## src/dpb_pkg.sv

```systemverilog
// Shared types and constants for the depth pixel back-projection core.
// No dependencies; imported by every other file of the block except dpb_checker.
package dpb_pkg;

   // Pipeline depth: stage 1 to stage 5 (stage 5 is the output register)
   localparam int NUM_STAGES = 5;

   // Image size and fixed valid window
   localparam logic [12:0] IMAGE_WIDTH  = 13'd640;
   localparam logic [12:0] IMAGE_HEIGHT = 13'd480;
   localparam logic [8:0]  WIN_ROW_LO   = 9'd30;
   localparam logic [8:0]  WIN_ROW_HI   = 9'd450;
   localparam logic [9:0]  WIN_COL_LO   = 10'd40;
   localparam logic [9:0]  WIN_COL_HI   = 10'd600;

   // Register indexes
   localparam logic [2:0] CSR_DEPTH_SCALE_RECIP = 3'd0;
   localparam logic [2:0] CSR_CENTER_X          = 3'd1;
   localparam logic [2:0] CSR_CENTER_Y          = 3'd2;
   localparam logic [2:0] CSR_FOCAL_X_RECIP     = 3'd3;
   localparam logic [2:0] CSR_FOCAL_Y_RECIP     = 3'd4;
   localparam logic [2:0] CSR_DEPTH_MIN         = 3'd5;
   localparam logic [2:0] CSR_DEPTH_MAX         = 3'd6;

   // Register reset values
   localparam logic [23:0] RST_DEPTH_SCALE_RECIP = 24'd16777;
   localparam logic [13:0] RST_CENTER_X          = 14'd5112;
   localparam logic [13:0] RST_CENTER_Y          = 14'd3832;
   localparam logic [23:0] RST_FOCAL_X_RECIP     = 24'd31957;
   localparam logic [23:0] RST_FOCAL_Y_RECIP     = 24'd31957;
   localparam logic [15:0] RST_DEPTH_MIN         = 16'd300;
   localparam logic [15:0] RST_DEPTH_MAX         = 16'd3600;

   // Saturation limits of the Q8.16 outputs
   localparam logic [23:0] POS_MAX = 24'h7FFFFF;
   localparam logic [23:0] NEG_MIN = 24'h800000;
   localparam logic [23:0] Z_MAX   = 24'hFFFFFF;

   typedef struct packed {
      logic [23:0] depth_scale_recip;
      logic [13:0] center_x;
      logic [13:0] center_y;
      logic [23:0] focal_x_recip;
      logic [23:0] focal_y_recip;
      logic [15:0] depth_min;
      logic [15:0] depth_max;
   } cfg_type;

   // Stage load enables and output valid from the pipeline control
   typedef struct packed {
      logic [NUM_STAGES-1:0] load;
      logic                  out_valid;
   } pipe_ctrl_type;

   // Validity flag and colour travelling alongside the arithmetic
   typedef struct packed {
      logic       ok;
      logic [7:0] blue;
      logic [7:0] green;
      logic [7:0] red;
   } side_type;

endpackage

```

## src/dpb_ctrl.sv

```systemverilog
// Pipeline control: per-stage valid bits and the backward ready chain.
// Depends on dpb_pkg (NUM_STAGES, pipe_ctrl_type).
module dpb_ctrl (
   input  logic                   clock,
   input  logic                   reset,
   input  logic                   req_valid,
   output logic                   req_stall,
   input  logic                   rsp_stall,
   output dpb_pkg::pipe_ctrl_type ctrl
);
   import dpb_pkg::*;

   logic [NUM_STAGES-1:0] valid_ff;
   logic [NUM_STAGES-1:0] valid_in;
   logic [NUM_STAGES-1:0] ready;

   // A stage can load when it is empty or the stage after it moves on
   always_comb begin
      ready[NUM_STAGES-1] = !valid_ff[NUM_STAGES-1] || !rsp_stall;
      for (int k = NUM_STAGES - 2; k >= 0; k--) begin
         ready[k] = !valid_ff[k] || ready[k+1];
      end
   end

   always_comb begin
      valid_in[0] = ready[0] ? req_valid : valid_ff[0];
      for (int k = 1; k < NUM_STAGES; k++) begin
         valid_in[k] = ready[k] ? valid_ff[k-1] : valid_ff[k];
      end
   end

   always_ff @(posedge clock) begin
      if (reset) begin
         valid_ff <= '0;
      end else begin
         valid_ff <= valid_in;
      end
   end

   assign req_stall      = !ready[0];
   assign ctrl.load      = ready;
   assign ctrl.out_valid = valid_ff[NUM_STAGES-1];

endmodule

```

## config.mk

```make
export PLATFORM = sky130hd
export DESIGN_NAME = dpb_ctrl
export DESIGN_NICKNAME = d
export VERILOG_FILES = /design/src/dpb_pkg.sv /design/src/dpb_ctrl.sv
export SDC_FILE = /design/constraint.sdc
export NUM_CORES = 1
export LEC_CHECK = 0
export BUFFER_PORTS_ARGS = -buffer_cell sky130_fd_sc_hd__clkbuf_2
export CAP_MARGIN = 15
export CORE_AREA = 2 2 39 41
export DETAILED_ROUTE_END_ITERATION = 8
export DIE_AREA = 0 0 41 43
export PLACE_DENSITY = 0.34
export SYNTH_ARGS = -nofsm -noshare
export SYNTH_HDL_FRONTEND = slang
export SYNTH_SLANG_ARGS = --single-unit
```

## constraint.sdc

```tcl
create_clock -name clock -period 1.5 [get_ports clock]
set_input_delay 0 -clock clock [delete_from_list [all_inputs] [get_ports clock]]
set_output_delay 0 -clock clock [all_outputs]
set_load 0.1 [all_outputs]
```

==> run metrics <==
dpl cell area=304 sq um; cts bufs inserted=3; WP data required=1.50 ns; Post-route DRC=0; detailed-route via count=206; GRT Residual Overflow=0; final wirelength=445 um; Pwr Total=0.315 mW; Die H=43 um; MaxCap Viol Count=0; antenna-violating nets left=0; RSZ-0062 raised after global routing=false; R2R Path Start=valid_ff[4]; CP endpoint kind=output port; CTS tree=done; Syn Nets=28; clk sinks=5; Total Negative Setup Slacks=0 ns; Switch Pwr=0.0682 mW; Nets=43; IO buf count=10; Initial Util=15.5%; All-Layer GR Usage=6.71%; Hold Path Origin=reset; final worst setup slack=0.152 ns; setup violators final=0; CTS Buffer Depth=2; final instance count without filler cells=54; Final Critical Period=1.35 ns; post-CTS resize count=0; post-layout util=24.6%; initial DRC count=2; num ports=11; DIE AREA=1760 sq um; Slew headroom=64.1%; crit path DAT=1.35 ns; vias per cell=3.81; final period utilization=89.8%; PD cells=925 nW/um^2; Post-Synthesis Cells=24; Reg clk slew, reported paths=0.04 ns; initial antenna violation count=0; core area=1380 sq um; H-tree depth=1; final hold viol count=0; clock group share of total power=48.4%; switch share=21.7%; Internal=0.247 mW; Hold Buf Count CTS=1; Crit Path Class=reg -> out; clock root buffer=clkbuf_4; # Post-CTS Setup Buffers=0; Max FO, Critical Path=5; share of cells above drive strength 1=50.0%; Setup crit end=ctrl[1]; ANT cells=0; Largest Register=valid_ff; largest net degree at the start of global routing=8; Clk Latency, worst-skew pair=0.24 ns; leak pwr=0.129 nW; mapped cell area=214 sq um; Ys Warns=0; Fill cells=160; synthesized area per cell=8.91 sq um; Yosys cell types=11; area of the multi-input gates=105 sq um; vias in the first global route=176; die width=41 um; Rows=14; # placed instances=49; global-route wire length before repair=634 um; DR WL/cell=8.24 um; skew final=0.00309 ns; worst reg-to-reg path cell count=3; FF-to-FF End=valid_ff[0]; Final Max Tran Viols=0; Initial DRT Pass Iterations=2; FF/Latch Area=100 sq um; register bit total from synthesis=5; design area=340 sq um; Setup crit start=valid_ff[4]; sequential power share=44.8%; Peak VDD IR=0.000140 V; pre-CTS WS=0.400 ns; biggest regs=valid_ff (5); GP Congestion=0.534; fmax=742 MHz; slew at the pin closest to its max-slew limit=0.541 ns; Layout Area Growth over Synthesis=59.1%; flop2flop setup slack=0.51 ns; run status=completed; Seq/Total Area, Yosys=46.8%; CP startpoint kind=flip-flop; Hold Crit Class=in -> reg; Comb pwr share=6.8%; Fin Hold WS=0.0195 ns; number of flip-flops in the largest register=5
## cells by family after synthesis
kind of cell           after synthesis  share of synthesized area [%]
and+or+nand+nor                     10                           24.6
DFF                                  5                           46.8
AOI/OAI and AO/OA                    5                           18.7
buffers and inverters                4                           9.95
## worst max-delay path, cell delays in order (launching register included)
cell and delay (ns):
dfxtp_1 0.39, and4_4 0.27, nand3_1 0.08, clkbuf_2 0.37
## cells in the final DEF, fill, tap and decap left out, types with 2 or more instances in the layout
master	n
o31ai_2	2
nand2_1	3
dfxtp_1	5
a21oi_1	3
clkbuf_2	9
clkbuf_4	3
inv_1	2
nand2b_1	2
## cell usage after synthesis (all sizes together)
cell type | number | area (sq um)
dfxtp | 5 | 100
a21oi | 3 | 15.0
inv | 3 | 13.8
nand2 | 3 | 11.3
nand2b | 2 | 12.5
nand3 | 2 | 10.0
nor2 | 2 | 7.51
o31ai | 2 | 25.0
and4 | 1 | 11.3
buf | 1 | 7.51
## layout make-up
class / instances / area share, %
Clock buffer: 4 / 7.72
Inverter: 3 / 4.04
Multi-Input combinational cell: 15 / 30.9
Sequential cell: 5 / 29.4
Tap cell: 16 / 5.88
Timing Repair Buffer: 11 / 22.1
## power by group through the flow
stage	combinational, mW	clock, mW	sequential, mW
CTS	0.0218	0.164	0.141
floorplan	0.0118	0	0.142
detailed placement	0.0197	0	0.143
global route	0.0232	0.176	0.141
global placement	0.0197	0	0.143
finish	0.0214	0.152	0.141
## layer usage
layer	track usage [%]	part of all wire (%)	up-vias
li1	-	-	107
met1	4.79	35	91
met2	7.81	56	6
met3	3.14	5.4	2
met4	14.0	3.1	0
met5	0	0	-
## worst min path at each step
stage / slack [ns] / to / depth (start not counted)
after global routing: 0.02 / valid_ff[4] / 2
after detailed placement: 0.22 / valid_ff[0] / 3
after global placement: 0.21 / valid_ff[0] / 3
final: 0.02 / valid_ff[3] / 2
after floorplan: 0.07 / valid_ff[2] / 1
after CTS: 0.02 / valid_ff[3] / 2
(Power assumes the default switching activity.)
