## src/dpb_pkg.sv

```systemverilog
// Shared types and constants for the depth pixel back-projection core.
// No dependencies; imported by every other file of the block except dpb_checker.
package dpb_pkg;

   // Pipeline depth: stage 1 to stage 5 (stage 5 is the output register)
   localparam int NUM_STAGES = 5;

   // Image size and fixed valid window
   localparam logic [12:0] IMAGE_WIDTH  = 13'd640;
   localparam logic [12:0] IMAGE_HEIGHT = 13'd480;
   localparam logic [8:0]  WIN_ROW_LO   = 9'd30;
   localparam logic [8:0]  WIN_ROW_HI   = 9'd450;
   localparam logic [9:0]  WIN_COL_LO   = 10'd40;
   localparam logic [9:0]  WIN_COL_HI   = 10'd600;

   // Register indexes
   localparam logic [2:0] CSR_DEPTH_SCALE_RECIP = 3'd0;
   localparam logic [2:0] CSR_CENTER_X          = 3'd1;
   localparam logic [2:0] CSR_CENTER_Y          = 3'd2;
   localparam logic [2:0] CSR_FOCAL_X_RECIP     = 3'd3;
   localparam logic [2:0] CSR_FOCAL_Y_RECIP     = 3'd4;
   localparam logic [2:0] CSR_DEPTH_MIN         = 3'd5;
   localparam logic [2:0] CSR_DEPTH_MAX         = 3'd6;

   // Register reset values
   localparam logic [23:0] RST_DEPTH_SCALE_RECIP = 24'd16777;
   localparam logic [13:0] RST_CENTER_X          = 14'd5112;
   localparam logic [13:0] RST_CENTER_Y          = 14'd3832;
   localparam logic [23:0] RST_FOCAL_X_RECIP     = 24'd31957;
   localparam logic [23:0] RST_FOCAL_Y_RECIP     = 24'd31957;
   localparam logic [15:0] RST_DEPTH_MIN         = 16'd300;
   localparam logic [15:0] RST_DEPTH_MAX         = 16'd3600;

   // Saturation limits of the Q8.16 outputs
   localparam logic [23:0] POS_MAX = 24'h7FFFFF;
   localparam logic [23:0] NEG_MIN = 24'h800000;
   localparam logic [23:0] Z_MAX   = 24'hFFFFFF;

   typedef struct packed {
      logic [23:0] depth_scale_recip;
      logic [13:0] center_x;
      logic [13:0] center_y;
      logic [23:0] focal_x_recip;
      logic [23:0] focal_y_recip;
      logic [15:0] depth_min;
      logic [15:0] depth_max;
   } cfg_type;

   // Stage load enables and output valid from the pipeline control
   typedef struct packed {
      logic [NUM_STAGES-1:0] load;
      logic                  out_valid;
   } pipe_ctrl_type;

   // Validity flag and colour travelling alongside the arithmetic
   typedef struct packed {
      logic       ok;
      logic [7:0] blue;
      logic [7:0] green;
      logic [7:0] red;
   } side_type;

endpackage

```

## src/dpb_axis.sv

```systemverilog
// One lateral axis of the back-projection: (pix*16 - centre) * recip * z,
// rounded half away from zero and saturated to Q8.16. Depends on dpb_pkg.
module dpb_axis (
   input  logic                   clock,
   input  dpb_pkg::pipe_ctrl_type ctrl,
   input  logic [9:0]             pix,
   input  logic [13:0]            centre,
   input  logic [23:0]            recip,
   input  logic [23:0]            z,        // rounded z, stage 3 output
   output logic [23:0]            pos_next  // feeds the stage 5 register
);
   import dpb_pkg::*;

   // stage 1: signed offset from the principal point, as sign and magnitude
   logic [13:0] p16;
   logic [13:0] dmag1_ff, dmag1_in;
   logic        neg1_ff, neg1_in;
   // stage 2 and 3: offset times reciprocal focal length
   logic [37:0] m2_ff, m2_in;
   logic        neg2_ff;
   logic [37:0] m3_ff;
   logic        neg3_ff;
   // stage 4: two partial products with z
   logic [42:0] pphi4_ff, pphi4_in;
   logic [42:0] pplo4_ff, pplo4_in;
   logic        neg4_ff;
   // stage 5 logic
   logic [62:0] sum;
   logic [34:0] mag;

   assign p16      = {pix, 4'b0000};
   assign neg1_in  = p16 < centre;
   assign dmag1_in = neg1_in ? (centre - p16) : (p16 - centre);

   assign m2_in    = {24'b0, dmag1_ff} * {14'b0, recip};

   assign pphi4_in = {24'b0, m3_ff[37:19]} * {19'b0, z};
   assign pplo4_in = {24'b0, m3_ff[18:0]}  * {19'b0, z};

   always_ff @(posedge clock) begin
      if (ctrl.load[0]) begin
         dmag1_ff <= dmag1_in;
         neg1_ff  <= neg1_in;
      end
      if (ctrl.load[1]) begin
         m2_ff   <= m2_in;
         neg2_ff <= neg1_ff;
      end
      if (ctrl.load[2]) begin
         m3_ff   <= m2_ff;
         neg3_ff <= neg2_ff;
      end
      if (ctrl.load[3]) begin
         pphi4_ff <= pphi4_in;
         pplo4_ff <= pplo4_in;
         neg4_ff  <= neg3_ff;
      end
   end

   // Recombine, add half an LSB of Q8.16 and drop 28 fraction bits
   assign sum = {1'b0, pphi4_ff, 19'b0} + {20'b0, pplo4_ff} + 63'd134217728;
   assign mag = sum[62:28];

   always_comb begin
      if (neg4_ff) begin
         pos_next = (mag > {11'b0, NEG_MIN}) ? NEG_MIN : (24'd0 - mag[23:0]);
      end else begin
         pos_next = (mag > {11'b0, POS_MAX}) ? POS_MAX : mag[23:0];
      end
   end

endmodule

```

## config.mk

```make
export PLATFORM = sky130hd
export DESIGN_NAME = dpb_axis
export DESIGN_NICKNAME = d
export VERILOG_FILES = /design/src/dpb_pkg.sv /design/src/dpb_axis.sv
export SDC_FILE = /design/constraint.sdc
export NUM_CORES = 2
export LEC_CHECK = 0
export ABC_AREA = 1
export BUFFER_PORTS_ARGS = -buffer_cell sky130_fd_sc_hd__buf_2
export CAP_MARGIN = 25
export CORE_AREA = 2 2 304 306
export CTS_BUF_LIST = sky130_fd_sc_hd__clkbuf_4 sky130_fd_sc_hd__clkbuf_8
export DETAILED_ROUTE_END_ITERATION = 10
export DIE_AREA = 0 0 306 308
export PLACE_DENSITY = 0.76
export SLEW_MARGIN = 10
export SYNTH_ARGS = -nofsm -noshare
export SYNTH_HDL_FRONTEND = slang
export SYNTH_SLANG_ARGS = --single-unit
export TNS_END_PERCENT = 5
```

## constraint.sdc

```tcl
create_clock -name clock -period 8.55 [get_ports clock]
set_input_delay 1.2825 -clock clock [delete_from_list [all_inputs] [get_ports clock]]
set_output_delay 1.2825 -clock clock [all_outputs]
set_load 0.02 [all_outputs]
```

==> run summary <==
First-pass GRT wire length: 213000 um
Initial antenna violation count: 1
Wirelength per Cell: 16.0 um
Clk Latency, worst-skew pair: 580 ps
Clk sinks: 161
Share of layout cells above drive strength 1: 3.97%
Synthesized area per cell: 7.65 um^2
IO buf count: 100
Yosys warning count: 0
Clock Pin Slew Worst Setup and Hold Paths: 90 ps
Fmax: 0.136 GHz
CP Data Arrival Time: 7650 ps
Die width: 306 um
Worst slew pin tran: 1110 ps
Starting Density: 56.5%
Final period util: 85.8%
Largest net degree at the start of global routing: 69
Die H: 308 um
CTS tree: yes
Post-synth cell types: 54
# IOs: 103
CTS root buffer: clkbuf_8
Final Max Tran Viols: 0
Worst reg2reg path startpoint: m3_ff[22]
Share of synthesized registers carrying an async set or reset: 0%
Unrepaired setup endpoints after global routing: no
Via density: 5.23
Cell count after synthesis: 6719
Worst clock skew: 23.6 ps
TritonRoute pass-1 iters: 6
DRT iter0 DRCs: 2893
Critical Path End: pphi4_ff[35]
Maximum clock path buffer count: 2
# resized after CTS: 0
Critical path depth in cells: 25
Worst path top cell family by delay: adder cells
Core Area: 91000 um^2
CP endpoint kind: flip-flop
Tmin final: 7340 ps
Critical-path top delay cell: buf_2
Main synth FF type: edfxtp_1
Critical path required time: 8860 ps
Relative slew slack: 25.7%
Hold Buf Count CTS: 0
Mapped cell area: 51400 um^2
Total gr overflow: 0
CP Class: in -> reg
Status: complete, no violations
Critical path launch point: z[9]
Vias in the first global route: 43700
Layout Nets: 8172
DP HPWL: 104000 um
Routed Antenna Nets: 0
Finish-stage setup viols: 0
CP max stage delay: 640 ps
Postcts setup bufs: 0
Hold Path Stages: 0
CP bufs+invs: 7
#FFs+latches synth: 161
Hold WC Path Type: reg -> reg
WL final: 126000 um
Die ar.: 94200 um^2
CP Launch Type: primary input
Reg2Reg Depth: 24
Core Rows: 111
Inserted Clock Buffers: 17
CP Max Fanout: 29
Synth Net Count: 8226
Final Hold Vio Count: 0
Routed via count: 41100
Number of flops mapped to enable cells by yosys: 161
GRT Util Overall: 28.2%
Final Wtd Congestion: 0.960
Reg2Reg Setup Slack: 1530 ps
Fillers: 8061
Sequential share of the synthesized area: 9.41%
Max_cap viols: 0
H-Tree Level Count: 4
Fin Setup TNS: 0 ps
R2r endpoint: pphi4_ff[35]
Area grow syn2layout: 4.17%
DRC viols: 0
==> how the worst min path moves through the flow <==
stage          startpoint        end  slack (ps)
6_report        m2_ff[16]  m3_ff[16]         420
5_1_grt         m2_ff[27]  m3_ff[27]         430
4_1_cts         m2_ff[18]  m3_ff[18]         430
3_5_place_dp    m2_ff[11]  m3_ff[11]         400
3_3_place_gp      neg2_ff    neg3_ff         400
2_1_floorplan    m2_ff[0]   m3_ff[0]         400
==> cell usage in the layout, fill, tap and decap left out, drive strengths merged, types with 2 or more instances in the layout <==
cell,n
inv,2119
nand2,1838
fa,1007
ha,421
nor2,236
a21oi,176
edfxtp,161
buf,161
nand3,146
o21ai,103
xor2,82
xnor2,37
nor3,30
nand4,29
a31oi,20
clkbuf,18
o21a,17
o211ai,11
o21bai,8
nor4,7
a221oi,7
nand3b,7
clkinv,7
a211oi,6
a21o,4
o221ai,3
and2,3
a311oi,2
o31ai,2
and3,2
or2,2
==> cells by family after synthesis <==
| kind of cell | share of synthesized area, % |
|---|---|
| buf+inv | 17.2 |
| mux | 0.0195 |
| fa+ha+maj | 49.5 |
| compound gates | 3.95 |
| simple gates | 17.9 |
| flops | 9.41 |
| xor+xnor | 2.03 |
==> layer usage <==
layer	track usage (%)	up-vias	part of all wire, %
met3	3.18	307	6.6
met5	0	-	0
li1	-	19100	-
met1	35.5	20200	40
met2	50.1	1494	50
met4	10.7	0	3.7
==> registers in the layout, summed over array words and instances, names as in the netlist <==
name / cells
dmag1_ff: 14
m2_ff: 38
m3_ff: 38
neg1_ff: 1
neg2_ff: 1
neg3_ff: 1
neg4_ff: 1
pphi4_ff: 43
pplo4_ff: 24
==> cell type report <==
type / count / area, um^2 / share of cell area, %
Antenna cell: 1 / 2.50 / 0.00467
Clock buffer: 17 / 234 / 0.437
Clock inverter: 15 / 171 / 0.320
Inverter: 2112 / 7930 / 14.8
Multi-Input combinational cell: 4211 / 37700 / 70.4
Sequential cell: 161 / 4830 / 9.03
Tap cell: 1186 / 1480 / 2.77
Timing Repair Buffer: 162 / 1170 / 2.19
==> Yosys cell counts (all sizes together) (3+ instances only) <==
master  instances  share of area, %
a21oi         176               1.7
nand3         146               1.6
a211oi          6             0.088
o221ai          3             0.051
a21o            4             0.058
ha            421                10
inv          2111                15
fa           1007                39
o21a           17              0.25
nand4          29              0.37
xor2           82               1.4
xnor2          37              0.63
o21ai         103               1.0
nand3b          7              0.11
edfxtp        161               9.4
nor2          236               1.9
a221oi          7              0.12
a31oi          20              0.24
nor3           30              0.33
clkbuf        182               1.3
and2            3             0.039
nor4            7             0.085
o211ai         11              0.16
buf            53              0.46
o21bai          8              0.12
nand2        1838                14
==> metrics by stage <==
stage / hold slack (ps) / utilization, % / cell area (um^2) / setup WS, ps / cells
after floorplan: 400 / - / 51400 / 1630 / 6719
after global placement: 401 / 58.1 / 52900 / 855 / 7821
after detailed placement: 405 / 58.1 / 52900 / 786 / 7821
after CTS: 426 / 58.6 / 53300 / 1390 / 7853
after global routing: 434 / 58.9 / 53500 / 924 / 7865
final: 424 / 58.9 / 53500 / 1210 / 7865
Power is not shown: default switching activity piles up to over one toggle a cycle in this logic, so the estimate is an artifact.
