### src/dpb_pkg.sv
// Shared types and constants for the depth pixel back-projection core.
// No dependencies; imported by every other file of the block except dpb_checker.
package dpb_pkg;

   // Pipeline depth: stage 1 to stage 5 (stage 5 is the output register)
   localparam int NUM_STAGES = 5;

   // Image size and fixed valid window
   localparam logic [12:0] IMAGE_WIDTH  = 13'd640;
   localparam logic [12:0] IMAGE_HEIGHT = 13'd480;
   localparam logic [8:0]  WIN_ROW_LO   = 9'd30;
   localparam logic [8:0]  WIN_ROW_HI   = 9'd450;
   localparam logic [9:0]  WIN_COL_LO   = 10'd40;
   localparam logic [9:0]  WIN_COL_HI   = 10'd600;

   // Register indexes
   localparam logic [2:0] CSR_DEPTH_SCALE_RECIP = 3'd0;
   localparam logic [2:0] CSR_CENTER_X          = 3'd1;
   localparam logic [2:0] CSR_CENTER_Y          = 3'd2;
   localparam logic [2:0] CSR_FOCAL_X_RECIP     = 3'd3;
   localparam logic [2:0] CSR_FOCAL_Y_RECIP     = 3'd4;
   localparam logic [2:0] CSR_DEPTH_MIN         = 3'd5;
   localparam logic [2:0] CSR_DEPTH_MAX         = 3'd6;

   // Register reset values
   localparam logic [23:0] RST_DEPTH_SCALE_RECIP = 24'd16777;
   localparam logic [13:0] RST_CENTER_X          = 14'd5112;
   localparam logic [13:0] RST_CENTER_Y          = 14'd3832;
   localparam logic [23:0] RST_FOCAL_X_RECIP     = 24'd31957;
   localparam logic [23:0] RST_FOCAL_Y_RECIP     = 24'd31957;
   localparam logic [15:0] RST_DEPTH_MIN         = 16'd300;
   localparam logic [15:0] RST_DEPTH_MAX         = 16'd3600;

   // Saturation limits of the Q8.16 outputs
   localparam logic [23:0] POS_MAX = 24'h7FFFFF;
   localparam logic [23:0] NEG_MIN = 24'h800000;
   localparam logic [23:0] Z_MAX   = 24'hFFFFFF;

   typedef struct packed {
      logic [23:0] depth_scale_recip;
      logic [13:0] center_x;
      logic [13:0] center_y;
      logic [23:0] focal_x_recip;
      logic [23:0] focal_y_recip;
      logic [15:0] depth_min;
      logic [15:0] depth_max;
   } cfg_type;

   // Stage load enables and output valid from the pipeline control
   typedef struct packed {
      logic [NUM_STAGES-1:0] load;
      logic                  out_valid;
   } pipe_ctrl_type;

   // Validity flag and colour travelling alongside the arithmetic
   typedef struct packed {
      logic       ok;
      logic [7:0] blue;
      logic [7:0] green;
      logic [7:0] red;
   } side_type;

endpackage

### src/dpb_csr.sv
// Configuration register file of the back-projection core.
// Depends on dpb_pkg (cfg_type, register indexes and reset values).
module dpb_csr (
   input  logic             clock,
   input  logic             reset,
   input  logic             csr_valid,
   output logic             csr_ready,
   input  logic [2:0]       csr_index,
   input  logic [23:0]      csr_wdata,
   output dpb_pkg::cfg_type cfg
);
   import dpb_pkg::*;

   cfg_type cfg_ff;
   cfg_type cfg_in;

   assign csr_ready = 1'b1;

   always_comb begin
      cfg_in = cfg_ff;
      if (csr_valid) begin
         unique case (csr_index)
            CSR_DEPTH_SCALE_RECIP: cfg_in.depth_scale_recip = csr_wdata;
            CSR_CENTER_X:          cfg_in.center_x          = csr_wdata[13:0];
            CSR_CENTER_Y:          cfg_in.center_y          = csr_wdata[13:0];
            CSR_FOCAL_X_RECIP:     cfg_in.focal_x_recip     = csr_wdata;
            CSR_FOCAL_Y_RECIP:     cfg_in.focal_y_recip     = csr_wdata;
            CSR_DEPTH_MIN:         cfg_in.depth_min         = csr_wdata[15:0];
            CSR_DEPTH_MAX:         cfg_in.depth_max         = csr_wdata[15:0];
            default:               cfg_in = cfg_ff;
         endcase
      end
   end

   always_ff @(posedge clock) begin
      if (reset) begin
         cfg_ff.depth_scale_recip <= RST_DEPTH_SCALE_RECIP;
         cfg_ff.center_x          <= RST_CENTER_X;
         cfg_ff.center_y          <= RST_CENTER_Y;
         cfg_ff.focal_x_recip     <= RST_FOCAL_X_RECIP;
         cfg_ff.focal_y_recip     <= RST_FOCAL_Y_RECIP;
         cfg_ff.depth_min         <= RST_DEPTH_MIN;
         cfg_ff.depth_max         <= RST_DEPTH_MAX;
      end else begin
         cfg_ff <= cfg_in;
      end
   end

   assign cfg = cfg_ff;

endmodule

### config.mk
export PLATFORM = sky130hd
export DESIGN_NAME = dpb_csr
export DESIGN_NICKNAME = d
export VERILOG_FILES = /design/src/dpb_pkg.sv /design/src/dpb_csr.sv
export SDC_FILE = /design/constraint.sdc
export NUM_CORES = 1
export LEC_CHECK = 0
export ABC_AREA = 0
export BUFFER_PORTS_ARGS = -buffer_cell sky130_fd_sc_hd__buf_2
export CORE_MARGIN = 2
export CORE_UTILIZATION = 46
export CTS_BUF_LIST = sky130_fd_sc_hd__clkbuf_8 sky130_fd_sc_hd__clkbuf_16
export CTS_CLUSTER_SIZE = 8
export DETAILED_ROUTE_END_ITERATION = 12
export GPL_TIMING_DRIVEN = 0
export PLACE_DENSITY = 0.86
export SYNTH_ARGS = -nofsm -noshare
export SYNTH_HDL_FRONTEND = slang
export SYNTH_SLANG_ARGS = --single-unit
export TNS_END_PERCENT = 1
### constraint.sdc
create_clock -name clock -period 1.2 [get_ports clock]
set_input_delay 0.06 -clock clock [delete_from_list [all_inputs] [get_ports clock]]
set_output_delay 0.06 -clock clock [all_outputs]
set_load 0.02 [all_outputs]
==> summary by stage, run 1 <==
Route
Using the TritonRoute via totals, the vias-per-cell ratio works out to approximately 5. The overall via count from detail_route is about 4200. The number of remaining DRC errors is 0.

After detailed routing, the total wire length is around 15000 µm. The number of detailed-route iterations in the first pass is 5. Once detail routing completed, the nets flagged for antenna violations numbered 0. The detailed router's first-iteration violation count is ~180. The final routed wire length divided by cell count is 17.9 µm.

Worst setup path
The minimum setup slack among reg-to-reg paths is ~0.54 ns. The worst register-to-register path begins at cfg[83]. The element type at the critical path start is an input pin.

The worst reg2reg path endpoint is cfg[83]. The cell that appears most often on the critical path is buf_2. The worst setup path startpoint is reset.

The data required time of the worst path is 1.47 ns. The category of the critical setup timing path is input pin to flip-flop. At the worst endpoint, the arrival time is about 1.3 ns.

The category of the worst setup path capture point is a flip-flop. The number of cells on the worst reg-to-reg path is 2. Traced cell by cell, the critical path runs through buf_2 > buf_2 > clkbuf_1 > nand2b_1 > mux2i_1. Of all nets on the critical path, the largest fanout is 10.

The highest-delay cell along the critical path is nand2b_1. The critical path capture point is cfg[57]. The delay of the slowest critical-path stage is 0.40 ns.

Logic synthesis
The number of nets in the synthesized netlist is around 520. After synthesis the cells add up to between 0.005 and 0.006 mm². The commonest cells after synthesis are dfxtp_1 (132), mux2i_1 (132), nand2b_1 (107), nor2_1 (63).

Synthesis produced around 490 cells. Of all flip-flops after synthesis, the portion carrying an async set or reset was 0. The count of state elements after synthesis is about 130. The warning count from the yosys run is 0. Ranked by total cell area, the synthesized netlist is headed by dfxtp_1 (51%), mux2i_1 (25%), nand2b_1 (13%).

The primary flip-flop cell chosen by synthesis mapping is dfxtp_1. Of the synthesized area, sequential elements account for 0.508. The number of different library cells used by synthesis comes to 18.

Counting flops with a built-in enable in the synthesized netlist gives 0. In this run the mean area of a mapped cell was around 11 µm². Of the post-synthesis cell area, the dominant cell type holds 0.508. The most area-hungry cell type in the Yosys netlist is dfxtp_1.

Placement
The number of buffer cells added on primary ports is 160. Detailed placement finished with a half-perimeter wire length of between 10000 and 15000 µm. The cell area after placement is around 0.0062 mm². Before CTS, the worst setup slack after placement is -0.435 ns.

After detailed placement, the design holds a cell count of between 700 and 800. The placer's final routability congestion estimate is 0.800.

Timing
The achievable frequency is approximately 940 MHz. The least setup slack across all paths after layout is around 0.14 ns. Clock skew on the completed layout was measured at 0 ns.

The post-route worst hold slack is between 0.009 and 0.01 ns. The number of hold violations in the final report is 0. The max-slew violation count is 0. The final setup violation count is 0. The normalized max-slew margin is 0.582. For the final routed database, the setup TNS stands at 0 ns. The ratio of final minimum period to clock period is 0.887.

The minimum clock period is 1.06 ns. For the pin with the worst max-slew slack, the measured transition is approximately 0.63 ns. Setup repair after global routing left no endpoint under its margin.

Layout
Measured on the finished design, the core utilization comes to 0.638. The count of cells in the finished layout, fillers not included, comes to 839. The register with the most flip-flops in the layout has 132 of them.

The number of filler instances in the final layout is around 900. The final non-filler cell area is 0.00698 mm². The number of nets in the finished design is a little over 700. The register area is roughly 0.0026 mm². Compared with the post-synthesis result, the final layout area differs by 34.1%.

Of the cells placed in the final design, the portion with a size suffix greater than 1 is 0.305. The antenna cell count is 0. The combined area of the multi-input logic cells is 0.00235 mm².

Die
In this run the horizontal extent of the chip is 110 µm. For this configuration, the core starts out at a cell density of 0.476. The height of the die is 110 µm. The floorplan step defined a core boundary enclosing 0.0109 mm². The count of standard-cell rows is 38. ~160 I/O pins were placed.

The die covers approximately 0.012 mm².

Pwr
The peak supply drop is about 0.84 mV. The total power after layout is ~11 mW. The power per cell area is 1510 mW/mm².

The leakage power figure is 3.51 nW.

Global route
Entering global routing, the biggest net connects 17 pins. The via count of the first global-routing pass is between 4000 and 5000. The total overflow left after global routing is 0.

The number of antenna violations at the first check in global routing came to 0. Across every metal layer, demand over resource in global routing totals 0.250. The first global-routing pass estimated between 20000 and 25000 µm of wire.

Flow run
The number of max-cap violations is 0.

Clock network
The number of buffers created by CTS is 17. The maximum clock insertion buffer count is 2. Clock-pin slew was measured on the worst setup and hold paths at ~0.050 ns. The cell chosen for the clock root is clkbuf_16. The clock net in this run drives a total of 132 sinks. The H-tree depth is 4.

The TritonCTS clock tree is yes. Once the clock tree was built, the setup fixing pass inserted 0 buffers. The insertion delay of the later-clocked pin in the worst-skew pair is ~0.4 ns.

Run status
The flow ran to the end, and the final reports show no timing, DRC or antenna violations.

Min path
In this run the worst hold path is classified as input pin to flip-flop.
==> kinds of logic after synthesis <==
| kind of cell | Yosys count | share of synthesized area |
|---|---|---|
| other | 1 | 0.000720 |
| AND/OR/NAND/NOR | 182 | 0.197 |
| flip-flops | 132 | 0.508 |
| buffers and inverters | 41 | 0.0406 |
| multiplexers | 132 | 0.254 |
==> critical path: cells and delay by family <==
family / cells / cell delay [ns]
buffers and inverters: 3 / 0.73
muxes: 1 / 0.13
and+or+nand+nor: 1 / 0.40
==> timing repair <==
action                                  CTS  global route
hold buffers                             19             0
endpoints found under the hold margin    45             0
resized for setup                         1             0
endpoints found under the setup margin    3             0
==> layer usage <==
layer | part of all wire | vias to the layer above | global-route usage
met2 | 0.49 | 120 | 0.427
met4 | 0.018 | 0 | 0.105
met3 | 0.063 | 21 | 0.0600
met1 | 0.43 | 2049 | 0.301
met5 | 0 | - | 0
li1 | - | 2019 | -
==> layout make-up <==
| type | count | area share |
|---|---|---|
| repair buffers | 179 | 0.142 |
| clock buffers | 19 | 0.0649 |
| well taps | 140 | 0.0251 |
| plain buffers | 41 | 0.0321 |
| clock inverters | 13 | 0.0204 |
| flip-flops and latches | 132 | 0.379 |
| multi-input cells | 315 | 0.337 |
==> placed cells by master, fill, tap and decap left out, types with 2 or more instances in the layout <==
cell,count
buf_6,2
mux2i_1,132
clkinv_2,3
inv_1,4
dfxtp_1,132
clkbuf_1,16
clkbuf_2,2
nand2b_1,107
bufinv_16,3
clkbuf_16,17
nor2_1,63
and4b_1,2
clkbuf_8,2
clkinvlp_4,3
dlygate4sd3_1,19
buf_2,177
nand4b_1,3
nand4bb_1,3
==> power by group <==
| part | leakage [nW] | switching, mW | internal [mW] |
|---|---|---|---|
| clock | 0.300 | 1.85 | 3.33 |
| combinational | 2.14 | 0.508 | 0.348 |
| sequential | 1.07 | 0.0526 | 4.48 |
| total | 3.51 | 2.41 | 8.16 |
==> how the worst min path moves through the flow <==
stage / start / endpoint / slack, ns / cells past startpoint
after floorplan: csr_wdata[13] / cfg[45] / 0.23 / 2
after global placement: csr_wdata[13] / cfg[45] / 0.35 / 3
after detailed placement: csr_wdata[13] / cfg[45] / 0.37 / 3
after CTS: csr_wdata[12] / cfg[68] / 0.0002 / 3
after global routing: csr_wdata[12] / cfg[44] / 0.02 / 3
final: csr_wdata[20] / cfg[76] / 0.009 / 3
No activity file was read; power rests on OpenSTA's default activity.
==> run 2: changes to the inputs <==
--- a/config.mk
+++ b/config.mk
@@ -8,12 +8,12 @@
 export ABC_AREA = 0
 export BUFFER_PORTS_ARGS = -buffer_cell sky130_fd_sc_hd__buf_2
 export CORE_MARGIN = 2
-export CORE_UTILIZATION = 46
+export CORE_UTILIZATION = 51
 export CTS_BUF_LIST = sky130_fd_sc_hd__clkbuf_8 sky130_fd_sc_hd__clkbuf_16
 export CTS_CLUSTER_SIZE = 8
 export DETAILED_ROUTE_END_ITERATION = 12
 export GPL_TIMING_DRIVEN = 0
-export PLACE_DENSITY = 0.86
+export PLACE_DENSITY = 0.9
 export SYNTH_ARGS = -nofsm -noshare
 export SYNTH_HDL_FRONTEND = slang
 export SYNTH_SLANG_ARGS = --single-unit
==> constraint.sdc (replaced) <==
create_clock -name clock -period 1 [get_ports clock]
set_input_delay 0.05 -clock clock [delete_from_list [all_inputs] [get_ports clock]]
set_output_delay 0.05 -clock clock [all_outputs]
set_load 0.02 [all_outputs]
==> summary by stage, run 2 (synthesis gave the netlist of run 1 again) <==
Timing
Timing would allow up to just over 900 MHz. The final setup violation count is 132. The total negative slack is -4.98 ns. The minimum clock period is ~1.1 ns. The actual transition at the worst max-transition pin is between 0.5 and 0.6 ns. On the final layout, the worst clock skew is 0 ns.

The least setup slack across all paths after layout is -0.0740 ns. Setup repair after global routing could not meet its margin everywhere. The max-slew violation count is 0.

The normalized max-slew margin is 0.606. The number of hold violations in the final report is 0. In the finished design, the share of the clock period the worst path needs comes to 1.07.

Route
In the final routed layout, each cell accounts on average for about 22 µm. The aggregate routed wire length is 18200 µm. The number of detailed-route iterations in the first pass is 4.

In the routed layout, each cell is associated on average with a via count of between 5 and 6. For this run, design rule violations remaining after detail routing come to 0. The first routing iteration left 300 violations.

The detail route stage leaves a number of antenna-violating nets equal to 0. The routed layout has approximately 4600 vias.

Global route
The met3 usage in global routing is 0.0998. The fraction of met1 tracks used by global routing is 0.352. The global routing met2 resource utilization is 0.591.

The remaining global-route overflow is 0. The first-pass GRT wire length is between 20000 and 30000 µm. For this run, the total global-route usage over all layers was measured as 0.333. The busiest metal layer after global routing is met2. The maximum number of pins on one net before global-route repair is 17. The number of antenna violations at the first check in global routing is 0. The via count of the first global-routing pass is between 4000 and 5000.

Worst setup path
The worst setup path startpoint is cfg[20]. The category of the worst setup path capture point is an output pin. At the worst endpoint, the required time is around 0.95 ns. By startpoint and endpoint, the worst setup path is classified as flip-flop to output pin. The sum of buffers and inverters on the critical path is 1. The highest-delay cell along the critical path is dfxtp_2.

At the worst endpoint, the arrival time is between 1 and 1.5 ns. The minimum setup slack among reg-to-reg paths is about 0.24 ns. The critical path goes through buf_6. The delay of the slowest critical-path stage is roughly 0.37 ns. The cell family with the largest share of critical-path delay is flip-flops. The worst setup path is launched from a flip-flop. In this run the critical register-to-register path is launched from cfg[50]. In this run the worst path has a maximum fanout of 2.

Clock network
The buffers inserted during post-CTS setup optimization is 0. The maximum clock insertion buffer count is 2. The number of buffers created by CTS is 17. The total number of clock tree sinks is roughly 130. The clock transition at the registers of the reported paths is around 0.06 ns. The later pin in the worst-skew pair is clocked with a latency of about 0.53 ns.

The cell chosen for the clock root is clkbuf_8. TritonCTS built the clock tree. The H-tree depth is 4.

Layout
Compared with the post-synthesis result, the final layout area differs by 53.3%. Leaving out fill and tap cells, the most frequent cell in the layout is buf_6. The filler cells instantiated in the layout total about 550.

The final cell utilization of the core is 0.813. The net count of the finished layout is 720. Leaving out fill and tap cells, the most frequent cells in the layout are buf_6 (134), mux2i_1 (132), dfxtp_2 (132). The number of flip-flops in the largest register is between 100 and 150.

The ratio of cells with drive above 1 in the final layout is 0.495. 0 antenna diodes ended up in the layout.

Run status
The flow ran to the end, but the final reports show violations. The checks that failed: negative setup slack.

Pwr
VDD sags by at most about 1.1 mV. The leakage power figure is 3.77 nW. The power per cell area is roughly 1600 mW/mm².

Placement
At the end of routability-driven placement, the weighted congestion stood at between 0.8 and 0.9. The total half-perimeter wirelength after legalization and detailed placement is approximately 11000 µm. The number of buffer cells added on primary ports is 160.

Die
The floorplan step defined a die boundary enclosing around 0.011 mm². The die is around 110 µm wide. The height of the die is approximately 110 µm. The placeable core region is between 0.009 and 0.01 mm². The initial utilization of the core area, before any placement, comes to 0.530. The initialized floorplan defines 36 standard-cell rows. roughly 160 I/O pins were placed.

Min path
The type of the most critical hold path is input pin to flip-flop. The startpoint of the worst hold path is csr_index[0].

Flow run
Across the run, the number of max-cap violations was 0.
==> run 2: cell types whose count changed in the layout (fill, tap and decap cells not counted), moves of 2 or more <==
cell and delta:
buf_2 -134, buf_6 +132, dfxtp_1 -132, dfxtp_2 +132
dlygate4sd3_1 +4, clkinv_2 +3, clkbuf_4 +2, clkbuf_8 +2
inv_1 -2
==> run 2: what timing repair did <==
| item | in CTS | in global routing |
|---|---|---|
| hold endpoints to repair | 120 | 0 |
| setup endpoints to repair | 142 | 147 |
| resized for setup | 397 | 4 |
| pin swaps | 0 | 0 |
| hold buffers | 23 | 0 |
==> run 2: final timing paths <==
| check | cells past startpoint | to |
|---|---|---|
| min reg2reg | 2 | cfg[29] |
| min | 4 | cfg[79] |
| max reg2reg | 2 | cfg[50] |
| max | 1 | cfg[20] |
==> run 2: final cells by class <==
cell class,count,area [µm²],area share
clock inverter,12,113,0.0141
timing repair buffer,183,1860,0.233
multi-input combinational,315,2350,0.295
tap,133,166,0.0208
buffer,41,230,0.0288
sequential,132,2810,0.352
clock buffer,20,455,0.0571
==> run 2: per-layer routing <==
| metal | up-vias | wire, µm |
|---|---|---|
| met1 | 2257 | 6780 |
| met2 | 243 | 9330 |
| li1 | 2019 | - |
| met4 | 0 | 777 |
| met3 | 66 | 1310 |
| met5 | - | 0 |
==> run 2: stage by stage <==
stage                     total power, mW  hold slack (ns)  instance area, µm²  cells  setup WS (ns)
after floorplan                      6.15            0.221                5220    488         -0.197
final                                12.7           0.0323                7980    836        -0.0740
after global routing                 13.0           0.0398                7980    836        -0.0902
after detailed placement             6.51            0.359                6180    781         -0.593
after CTS                            12.6           0.0266                7980    836        -0.0604
after global placement               6.49            0.344                6180    781         -0.531
==> run 2: report_power, final <==
part / internal, mW / switching [mW] / total [mW]
combinational: 0.562 / 0.655 / 1.22
sequential: 5.40 / 0.0990 / 5.50
clock: 3.70 / 2.33 / 6.03
total: 9.66 / 3.09 / 12.7
